`src/design/fkg_pkg.sv`:
```
`timescale 1ns / 1ps
// ----------------------------------------------------------------------------
// fkg_pkg: shared types and constants of the fractional knapsack block
// item and result formats, store sizing, fixed point widths, shared unit ports
// ----------------------------------------------------------------------------
package fkg_pkg;

    // store sizing
    localparam int MAX_ITEMS = 16;
    localparam int SLOT_W    = (MAX_ITEMS > 1) ? $clog2(MAX_ITEMS) : 1;
    localparam int CNT_W     = $clog2(MAX_ITEMS + 1);

    // field widths
    localparam int VAL_W   = 16;
    localparam int CAP_W   = 20;
    localparam int IDX_W   = 4;
    localparam int FRAC_W  = 16;
    localparam int FRACQ_W = FRAC_W + 1;
    localparam int PROD_W  = 2 * VAL_W;
    localparam int SUM_W   = 37;
    localparam int TOT_W   = 36;
    localparam int PW_W    = 2 * VAL_W;

    localparam int DIV_CNT_W = $clog2(FRAC_W);
    localparam logic [DIV_CNT_W-1:0] DIV_LAST = DIV_CNT_W'(FRAC_W - 1);

    // one whole item in q1.16
    localparam logic [FRACQ_W-1:0] Q16_ONE = FRACQ_W'(1) << FRAC_W;

    typedef struct packed {
        logic [VAL_W-1:0] profit;
        logic [VAL_W-1:0] weight;
        logic             end_of_items;
    } in_item_t;

    typedef struct packed {
        logic [IDX_W-1:0]   original_index;
        logic [VAL_W-1:0]   item_weight;
        logic [VAL_W-1:0]   item_profit;
        logic [FRACQ_W-1:0] fraction;
        logic [TOT_W-1:0]   total_profit;
        logic               overflow;
        logic               final_result;
    } out_item_t;

    // one entry of the item store
    typedef struct packed {
        logic [VAL_W-1:0] profit;
        logic [VAL_W-1:0] weight;
    } item_pw_t;

    // shared arithmetic unit operands and results
    typedef struct packed {
        logic [VAL_W-1:0] mul_a;
        logic [VAL_W-1:0] mul_b;
        logic [CAP_W-1:0] sub_a;
        logic [VAL_W-1:0] sub_b;
    } alu_in_t;

    typedef struct packed {
        logic [PROD_W-1:0] prod;
        logic [CAP_W-1:0]  diff;
        logic              borrow;
    } alu_out_t;

endpackage

```
`src/design/fkg_ram.sv`:
```
`timescale 1ns / 1ps
// ----------------------------------------------------------------------------
// fkg_ram: generic simple dual port ram
// one write port, one read port with registered read data
// ----------------------------------------------------------------------------
module fkg_ram #(
    parameter int WIDTH = 8,
    parameter int DEPTH = 16
) (
    input  logic                                     clk,
    input  logic                                     we,
    input  logic [((DEPTH > 1) ? $clog2(DEPTH) : 1)-1:0] waddr,
    input  logic [WIDTH-1:0]                         wdata,
    input  logic [((DEPTH > 1) ? $clog2(DEPTH) : 1)-1:0] raddr,
    output logic [WIDTH-1:0]                         rdata
);

    logic [WIDTH-1:0] mem [DEPTH];

    always_ff @(posedge clk)
    begin
        if (we)
        begin
            mem[waddr] <= wdata;
        end
        rdata <= mem[raddr];
    end

endmodule

```
`src/design/fkg_alu.sv`:
```
`timescale 1ns / 1ps
// ----------------------------------------------------------------------------
// fkg_alu: shared arithmetic unit
// one 16x16 multiplier and one capacity-wide subtractor with borrow
// ----------------------------------------------------------------------------
module fkg_alu (
    input  fkg_pkg::alu_in_t  alu_in,
    output fkg_pkg::alu_out_t alu_out
);
    import fkg_pkg::*;

    logic [CAP_W:0] diff_full;

    // ratio cross products and fraction times profit
    assign alu_out.prod = PROD_W'(alu_in.mul_a) * PROD_W'(alu_in.mul_b);

    // capacity check and restoring divide step
    assign diff_full      = (CAP_W + 1)'(alu_in.sub_a) - (CAP_W + 1)'(alu_in.sub_b);
    assign alu_out.diff   = diff_full[CAP_W-1:0];
    assign alu_out.borrow = diff_full[CAP_W];

endmodule

```
`src/design/fractional_knapsack_greedy.sv`:
```
`timescale 1ns / 1ps
// insert: a non-final item makes c ratio compares, c = items it moves past
// (plus one more when it stops short of the head), each through two multiplies
// emit: a whole item or zero-weight item with nothing left goes straight to output, else
// a 16-step serial divide and a multiply come first; an output stall holds the result
// throughput: one item at a time, all steps run through one shared multiplier/subtractor
// reset: asynchronous, active low; clears set, capacity, sequencer and output valid
// ----------------------------------------------------------------------------
// fractional_knapsack_greedy: greedy fractional knapsack over a stored set
// keeps items sorted by profit per weight as they arrive (insertion by
// cross-multiplied compare), then fills the capacity and emits one result
// per stored item in sorted order with q16 fraction and running profit
// item store needs no clearing pass, only entries of the current set are read
// ----------------------------------------------------------------------------
module fractional_knapsack_greedy (
    input  logic                       clk,
    input  logic                       rst_n,
    // item requests
    input  logic                       in_valid,
    output logic                       in_stall,
    input  fkg_pkg::in_item_t          in_data,
    // result requests
    output logic                       out_valid,
    input  logic                       out_stall,
    output fkg_pkg::out_item_t         out_data,
    // capacity register write
    input  logic                       cfg_valid,
    output logic                       cfg_ready,
    input  logic [fkg_pkg::CAP_W-1:0]  cfg_data
);
    import fkg_pkg::*;

    // sequencer states: insertion of a new item, then greedy emit
    typedef enum logic [13:0] {
        S_IDLE   = 14'b00000000000001,
        S_ORD_RD = 14'b00000000000010,
        S_PW_RD  = 14'b00000000000100,
        S_MUL1   = 14'b00000000001000,
        S_MUL2   = 14'b00000000010000,
        S_CMP    = 14'b00000000100000,
        S_PLACE  = 14'b00000001000000,
        S_E_ORD  = 14'b00000010000000,
        S_E_PW   = 14'b00000100000000,
        S_E_DEC  = 14'b00001000000000,
        S_E_DIV  = 14'b00010000000000,
        S_E_MUL  = 14'b00100000000000,
        S_E_ACC  = 14'b01000000000000,
        S_E_OUT  = 14'b10000000000000
    } state_t;

    state_t state_reg, state_next;

    // set control
    logic [CNT_W-1:0]  count_reg, count_next;
    logic              dropped_reg, dropped_next;
    logic              last_reg, last_next;
    logic [CAP_W-1:0]  cap_reg;

    // insertion and emit positions
    logic [SLOT_W-1:0] j_reg, j_next;
    logic [SLOT_W-1:0] k_reg, k_next;
    logic [SLOT_W-1:0] cur_reg, cur_next;
    logic [SLOT_W-1:0] s_reg, s_next;

    // operands and products
    logic [VAL_W-1:0]  p_cur_reg, p_cur_next;
    logic [VAL_W-1:0]  w_cur_reg, w_cur_next;
    logic [VAL_W-1:0]  p_s_reg, p_s_next;
    logic [VAL_W-1:0]  w_s_reg, w_s_next;
    logic [PROD_W-1:0] lhs_reg, lhs_next;
    logic [PROD_W-1:0] rhs_reg, rhs_next;

    // greedy fill state
    logic [CAP_W-1:0]  rem_reg, rem_next;
    logic [SUM_W-1:0]  sum_reg, sum_next;
    logic [FRAC_W-1:0] r_reg, r_next;
    logic [FRAC_W-1:0] quot_reg, quot_next;
    logic [DIV_CNT_W-1:0] div_cnt_reg, div_cnt_next;
    logic [FRACQ_W-1:0] frac_reg, frac_next;

    // result register
    logic              out_valid_reg, out_valid_next;
    out_item_t         out_data_reg, out_data_next;

    // memories
    logic              ord_we;
    logic [SLOT_W-1:0] ord_waddr, ord_wdata, ord_raddr, ord_rdata;
    logic              pw_we;
    logic [SLOT_W-1:0] pw_waddr, pw_raddr;
    item_pw_t          pw_wdata, pw_rd;
    logic [PW_W-1:0]   pw_rdata;

    alu_in_t           alu_in;
    alu_out_t          alu_out;

    logic              in_accept;
    logic              out_load;
    logic              last_result;

    // sorted order: slot numbers, best ratio first
    fkg_ram #(
        .WIDTH (SLOT_W),
        .DEPTH (MAX_ITEMS)
    ) u_order_ram (
        .clk   (clk),
        .we    (ord_we),
        .waddr (ord_waddr),
        .wdata (ord_wdata),
        .raddr (ord_raddr),
        .rdata (ord_rdata)
    );

    // item store: profit and weight by load slot
    fkg_ram #(
        .WIDTH (PW_W),
        .DEPTH (MAX_ITEMS)
    ) u_item_ram (
        .clk   (clk),
        .we    (pw_we),
        .waddr (pw_waddr),
        .wdata (pw_wdata),
        .raddr (pw_raddr),
        .rdata (pw_rdata)
    );

    assign pw_rd = item_pw_t'(pw_rdata);

    fkg_alu u_alu (
        .alu_in  (alu_in),
        .alu_out (alu_out)
    );

    // handshakes
    assign in_stall  = (state_reg != S_IDLE);
    assign in_accept = in_valid && !in_stall;
    assign cfg_ready = 1'b1;
    assign out_valid = out_valid_reg;
    assign out_data  = out_data_reg;

    // result register free or being drained this cycle
    assign out_load    = (state_reg == S_E_OUT) && (!out_valid_reg || !out_stall);
    assign last_result = ((CNT_W'(k_reg) + CNT_W'(1)) == count_reg);

    // shared unit operand select
    always_comb
    begin
        alu_in.mul_a = p_cur_reg;
        alu_in.mul_b = pw_rd.weight;
        alu_in.sub_a = rem_reg;
        alu_in.sub_b = pw_rd.weight;
        unique case (state_reg)
            S_MUL2:
            begin
                // profit of stored item times weight of new item
                alu_in.mul_a = p_s_reg;
                alu_in.mul_b = w_cur_reg;
            end
            S_E_MUL:
            begin
                // partial fraction times profit
                alu_in.mul_a = quot_reg;
                alu_in.mul_b = p_s_reg;
            end
            S_E_DIV:
            begin
                // shifted remainder against weight
                alu_in.sub_a = CAP_W'({r_reg, 1'b0});
                alu_in.sub_b = w_s_reg;
            end
            default:
            begin
            end
        endcase
    end

    // sequencer
    always_comb
    begin
        state_next     = state_reg;
        count_next     = count_reg;
        dropped_next   = dropped_reg;
        last_next      = last_reg;
        j_next         = j_reg;
        k_next         = k_reg;
        cur_next       = cur_reg;
        s_next         = s_reg;
        p_cur_next     = p_cur_reg;
        w_cur_next     = w_cur_reg;
        p_s_next       = p_s_reg;
        w_s_next       = w_s_reg;
        lhs_next       = lhs_reg;
        rhs_next       = rhs_reg;
        rem_next       = rem_reg;
        sum_next       = sum_reg;
        r_next         = r_reg;
        quot_next      = quot_reg;
        div_cnt_next   = div_cnt_reg;
        frac_next      = frac_reg;
        out_data_next  = out_data_reg;
        out_valid_next = out_load ? 1'b1 : (out_valid_reg && out_stall);

        ord_we    = 1'b0;
        ord_waddr = j_reg;
        ord_wdata = s_reg;
        ord_raddr = j_reg - SLOT_W'(1);
        pw_we     = 1'b0;
        pw_waddr  = count_reg[SLOT_W-1:0];
        pw_wdata  = '{profit: in_data.profit, weight: in_data.weight};
        pw_raddr  = ord_rdata;

        unique case (state_reg)
            S_IDLE:
            begin
                if (in_accept)
                begin
                    last_next = in_data.end_of_items;
                    if (count_reg < CNT_W'(MAX_ITEMS))
                    begin
                        // store and start insertion from the tail
                        pw_we      = 1'b1;
                        cur_next   = count_reg[SLOT_W-1:0];
                        j_next     = count_reg[SLOT_W-1:0];
                        p_cur_next = in_data.profit;
                        w_cur_next = in_data.weight;
                        count_next = count_reg + CNT_W'(1);
                        state_next = (count_reg == '0) ? S_PLACE : S_ORD_RD;
                    end
                    else
                    begin
                        // store full: drop the item, still start the fill when it is the last
                        dropped_next = 1'b1;
                        if (in_data.end_of_items)
                        begin
                            rem_next   = cap_reg;
                            sum_next   = '0;
                            k_next     = '0;
                            state_next = S_E_ORD;
                        end
                    end
                end
            end
            S_ORD_RD:
            begin
                state_next = S_PW_RD;
            end
            S_PW_RD:
            begin
                s_next     = ord_rdata;
                state_next = S_MUL1;
            end
            S_MUL1:
            begin
                p_s_next   = pw_rd.profit;
                w_s_next   = pw_rd.weight;
                lhs_next   = alu_out.prod;
                state_next = S_MUL2;
            end
            S_MUL2:
            begin
                rhs_next   = alu_out.prod;
                state_next = S_CMP;
            end
            S_CMP:
            begin
                // equal products: the newer item goes first
                if (lhs_reg >= rhs_reg)
                begin
                    ord_we     = 1'b1;
                    j_next     = j_reg - SLOT_W'(1);
                    state_next = (j_reg == SLOT_W'(1)) ? S_PLACE : S_ORD_RD;
                end
                else
                begin
                    state_next = S_PLACE;
                end
            end
            S_PLACE:
            begin
                ord_we    = 1'b1;
                ord_wdata = cur_reg;
                if (last_reg)
                begin
                    rem_next   = cap_reg;
                    sum_next   = '0;
                    k_next     = '0;
                    state_next = S_E_ORD;
                end
                else
                begin
                    state_next = S_IDLE;
                end
            end
            S_E_ORD:
            begin
                ord_raddr  = k_reg;
                state_next = S_E_PW;
            end
            S_E_PW:
            begin
                s_next     = ord_rdata;
                state_next = S_E_DEC;
            end
            S_E_DEC:
            begin
                p_s_next = pw_rd.profit;
                w_s_next = pw_rd.weight;
                if ((rem_reg != '0) && !alu_out.borrow)
                begin
                    // fits: take whole
                    frac_next  = Q16_ONE;
                    rem_next   = alu_out.diff;
                    sum_next   = sum_reg + SUM_W'({pw_rd.profit, {FRAC_W{1'b0}}});
                    state_next = S_E_OUT;
                end
                else if (pw_rd.weight != '0)
                begin
                    // remaining below weight: fraction by restoring divide
                    r_next       = rem_reg[FRAC_W-1:0];
                    quot_next    = '0;
                    div_cnt_next = '0;
                    state_next   = S_E_DIV;
                end
                else
                begin
                    frac_next  = '0;
                    state_next = S_E_OUT;
                end
            end
            S_E_DIV:
            begin
                if (!alu_out.borrow)
                begin
                    r_next    = alu_out.diff[FRAC_W-1:0];
                    quot_next = {quot_reg[FRAC_W-2:0], 1'b1};
                end
                else
                begin
                    r_next    = {r_reg[FRAC_W-2:0], 1'b0};
                    quot_next = {quot_reg[FRAC_W-2:0], 1'b0};
                end
                div_cnt_next = div_cnt_reg + DIV_CNT_W'(1);
                if (div_cnt_reg == DIV_LAST)
                begin
                    state_next = S_E_MUL;
                end
            end
            S_E_MUL:
            begin
                lhs_next   = alu_out.prod;
                state_next = S_E_ACC;
            end
            S_E_ACC:
            begin
                sum_next   = sum_reg + SUM_W'(lhs_reg);
                rem_next   = '0;
                frac_next  = FRACQ_W'(quot_reg);
                state_next = S_E_OUT;
            end
            S_E_OUT:
            begin
                if (out_load)
                begin
                    out_data_next.original_index = IDX_W'(s_reg);
                    out_data_next.item_weight    = w_s_reg;
                    out_data_next.item_profit    = p_s_reg;
                    out_data_next.fraction       = frac_reg;
                    out_data_next.total_profit   = sum_reg[TOT_W-1:0];
                    out_data_next.overflow       = dropped_reg;
                    out_data_next.final_result   = last_result;
                    if (last_result)
                    begin
                        // set done, fill state stays until the next set
                        count_next   = '0;
                        dropped_next = 1'b0;
                        state_next   = S_IDLE;
                    end
                    else
                    begin
                        k_next     = k_reg + SLOT_W'(1);
                        state_next = S_E_ORD;
                    end
                end
            end
            default:
            begin
                state_next = S_IDLE;
            end
        endcase
    end

    // control registers
    always_ff @(posedge clk or negedge rst_n)
    begin
        if (!rst_n)
        begin
            state_reg     <= S_IDLE;
            count_reg     <= '0;
            dropped_reg   <= 1'b0;
            last_reg      <= 1'b0;
            cap_reg       <= '0;
            j_reg         <= '0;
            k_reg         <= '0;
            div_cnt_reg   <= '0;
            rem_reg       <= '0;
            sum_reg       <= '0;
            out_valid_reg <= 1'b0;
        end
        else
        begin
            state_reg     <= state_next;
            count_reg     <= count_next;
            dropped_reg   <= dropped_next;
            last_reg      <= last_next;
            j_reg         <= j_next;
            k_reg         <= k_next;
            div_cnt_reg   <= div_cnt_next;
            rem_reg       <= rem_next;
            sum_reg       <= sum_next;
            out_valid_reg <= out_valid_next;
            if (cfg_valid && cfg_ready)
            begin
                cap_reg <= cfg_data;
            end
        end
    end

    // datapath registers
    always_ff @(posedge clk)
    begin
        cur_reg      <= cur_next;
        s_reg        <= s_next;
        p_cur_reg    <= p_cur_next;
        w_cur_reg    <= w_cur_next;
        p_s_reg      <= p_s_next;
        w_s_reg      <= w_s_next;
        lhs_reg      <= lhs_next;
        rhs_reg      <= rhs_next;
        r_reg        <= r_next;
        quot_reg     <= quot_next;
        frac_reg     <= frac_next;
        out_data_reg <= out_data_next;
    end

    // divide remainder stays below the divisor
    a_div_rem: assert property (@(posedge clk) disable iff (!rst_n)
        (state_reg == S_E_DIV) |-> (r_reg < w_s_reg))
        else $error("divide remainder not below weight");

    // anything short of a whole item leaves no capacity behind
    a_partial_empty: assert property (@(posedge clk) disable iff (!rst_n)
        (out_load && (frac_reg != Q16_ONE)) |-> (rem_reg == '0))
        else $error("capacity left after partial item");

    // insertion never reads in front of the head
    a_ins_pos: assert property (@(posedge clk) disable iff (!rst_n)
        (state_reg == S_ORD_RD) |-> ((j_reg != '0) && (CNT_W'(j_reg) < count_reg)))
        else $error("insertion position out of range");

    // last result of a set returns the block to loading
    a_set_done: assert property (@(posedge clk) disable iff (!rst_n)
        (out_load && last_result) |=> ((state_reg == S_IDLE) && (count_reg == '0)))
        else $error("set not closed after last result");

endmodule

```
`config.mk`:
```
export PLATFORM = sky130hd
export DESIGN_NAME = fractional_knapsack_greedy
export DESIGN_NICKNAME = d
export VERILOG_FILES = /design/src/design/fkg_pkg.sv /design/src/design/fkg_ram.sv /design/src/design/fkg_alu.sv /design/src/design/fractional_knapsack_greedy.sv
export SDC_FILE = /design/constraint.sdc
export NUM_CORES = 2
export LEC_CHECK = 0
export BUFFER_PORTS_ARGS = -buffer_cell sky130_fd_sc_hd__buf_4
export CAP_MARGIN = 10
export CORE_ASPECT_RATIO = 1.25
export CORE_MARGIN = 3
export CORE_UTILIZATION = 35
export DETAILED_ROUTE_END_ITERATION = 8
export GPL_TIMING_DRIVEN = 0
export PLACE_DENSITY_LB_ADDON = 0.15
export SLEW_MARGIN = 10
export SYNTH_ARGS = -nofsm -noshare
export SYNTH_HDL_FRONTEND = slang
export SYNTH_SLANG_ARGS = --single-unit
```
`constraint.sdc`:
```
create_clock -name clk -period 11 [get_ports clk]
set_input_delay 1.1 -clock clk [delete_from_list [all_inputs] [get_ports clk]]
set_output_delay 1.1 -clock clk [all_outputs]
set_load 0.005 [all_outputs]
```
==> flow_metrics.tcl <==
set metrics [dict create \
    grt.total_usage_pct 19.6 \
    largest_reg_flops 512 \
    cts_buffer_depth 3 \
    grt_max_degree 75 \
    dieHeight_um 429 \
    numCtsBuffers 104 \
    slowest_stage "a21oi_1" \
    max_stage_delay_ns 1.07 \
    synth-seq-cells 998 \
    rsz0062_at_grt "false" \
    clock-sinks 998 \
    r2r-start "state_reg[4]" \
    worst-setup-path-type "flop to flop" \
    initialDrtViolationCount 2490 \
    dp_hpwl_um 109000 \
    via_per_inst 5.20 \
    min_period_ns 10.16 \
    crit_start "state_reg[4]" \
    netlist_area_sq_mm 0.0500 \
    cp_max_fo 10 \
    final_cell_area_sq_mm 0.0575 \
    grt_pass1_wl_um 213000 \
    io_buffers 149 \
    drive_gt1_share_pct 15.3 \
    worstPathArrival_ns 10.61 \
    routedWlPerCell_um 24.9 \
    clock.fmax_mhz 98.4 \
    vias 29967 \
    place.gp.congestion 0.928 \
    top_level_ports 152 \
    clock_skew_ns 0.0551 \
    relSlewSlack_pct 11.3 \
    cts_setup_buffers 0 \
    path_clk_slew_ns 0.06 \
    drc 0 \
    core_sq_mm 0.141 \
    startpoint_type "flop" \
    place_area_sq_mm 0.0540 \
    wirelength_um 143000 \
    nNetsFinal 4275 \
    critPathCapture "lhs_reg[25]" \
    r2r_slack_ns 0.84 \
    syn_to_final_growth_pct 15.0 \
    fin_util_pct 40.6 \
    reg2reg_to "lhs_reg[25]" \
    rows 154 \
    initial_core_util_pct 35.4 \
    synth-seq-area-share_pct 58.1 \
    fin_tns_setup_ns 0 \
    worstSetupPathDepth 29 \
    setup_violations 0 \
    grt_pass1_vias 31214 \
    cp_data_required_time_ns 11.44 \
    period_share_pct 92.4 \
    antenna_cells 0 \
    cts_tree "built" \
    postSynthAreaPerCell_sq_um 14.2 \
    dp_slack_ns 0.859 \
    cpMostUsedCell "fa_1" \
    critical_path_buf_inv_count 7 \
    hp-class "input pin to asynchronous set/reset pin" \
    reg2reg_depth 29 \
    grt_antenna_before_repair 10 \
    hold_viol 0 \
    worstMarginPinSlew_ns 1.31 \
    syn_nets 3995 \
    crit_path_end_kind "flop" \
    cp_top_family "adder cells" \
    dieArea_sq_mm 0.147 \
    setup_ws_ns 0.836 \
    cts_resized 0 \
    hold_buffers 0 \
    ctsRootBufferMaster "clkbuf_16" \
    antenna_left 0 \
    synth_cell_types 86 \
    yosysWarnings 0 \
    slew_violations 0 \
    overflow 0 \
    drt-pass1-iter-count 5 \
    outcome "finished, final reports clean" \
    die_w_um 344 \
    max-cap-violations 0 \
    synthFlopType "edfxtp_1" \
    clock_latency_ns 0.72 \
    h-tree-depth 3 \
    synth_edf_count 852 \
    syn_inst 3529 \
    ys_async_sr_fraction_pct 11.0 \
]
per-layer routing:
metal  vias up  share of wire [%]  wire (um)  track usage, %
li1      13539                  -          -               -
met3       196                4.1       5860            2.31
met1     15515                 42      61000            25.9
met4         2                3.4       4930            6.70
met2       715                 50      71700            33.5
met5         -             0.0077         11               0
synth_stat cells, drive strengths merged, types with 15 or more instances:
cell      n  share of area (%)
a21oi   115                1.2
nor4     18               0.28
mux2i    38               0.76
mux4    176                7.9
edfxtp  852                 51
xor2     30               0.53
nand2b   22               0.28
clkbuf  108               0.81
dfxtp    36                1.4
and2     70               0.88
fa      197                7.9
a22oi    52               0.78
ha      211                5.3
a211oi   21               0.32
xnor2    53               0.93
nand4    15               0.19
nor2    206                1.5
o21a     17               0.26
nor3     39               0.39
o21ai   127                1.3
buf      26               0.27
a21o     64               0.96
and3     33               0.41
inv     296                2.2
nand2   361                2.7
dfrtp   109                5.5
mux2     21               0.47
nand3    26               0.27
layout by cell type (no fill, tap or decap), types with 25 or more instances in the layout:
cell       count
buf_4        150
ha_1         211
o21ai_0      122
nor3_1        39
a21o_1        64
mux2i_1       38
inv_1        295
a22oi_1       52
xnor2_1       53
a21oi_1      114
mux4_2       176
clkbuf_16    105
nor2_1       203
xor2_1        30
and2_1        56
fa_1         197
edfxtp_1     852
clkbuf_1     134
dfxtp_1       36
dfrtp_1      109
nand2_1      359
nand3_1       25
and3_1        29
worst min path at each step:
stage           startpoint            to  slack (ns)  depth (start not counted)
2_1_floorplan  frac_reg[0]  out_data[38]        0.40                          0
3_3_place_gp   frac_reg[3]  out_data[41]        0.41                          0
3_5_place_dp   frac_reg[2]  out_data[40]        0.40                          0
4_1_cts              rst_n   sum_reg[34]        0.25                          1
5_1_grt              rst_n   sum_reg[34]        0.29                          1
6_report             rst_n   sum_reg[34]        0.30                          1
cell families after synthesis:
logic type               after synthesis  share of synthesized area, %
AO/OA/AOI/OAI                        510                          6.64
flip-flops                           998                          58.1
AND/OR/NAND/NOR                      864                          8.15
buffers and inverters                430                          3.30
adder cells (fa/ha/maj)              408                          13.2
multiplexers                         235                          9.16
XOR/XNOR                              83                          1.45
other                                  1                       0.00750
area by class of cell:
cell class / instances / area, sq um
Buffer: 134 / 539
Fill cell: 13242 / 83900
Timing Repair Buffer: 174 / 1630
Clock inverter: 59 / 707
Multi-Input combinational cell: 2101 / 19400
Clock buffer: 132 / 2740
Inverter: 296 / 1110
Sequential cell: 998 / 29100
Tap cell: 1872 / 2340
stage by stage:
stage / std cells / hold slack, ns
after floorplan: 3529 / 0.400
after global placement: 5550 / 0.406
after detailed placement: 5575 / 0.405
after CTS: 5766 / 0.248
after global routing: 5766 / 0.292
final: 5766 / 0.301
Power is not shown: default switching activity piles up to over one toggle a cycle in this logic, so the estimate is an artifact.
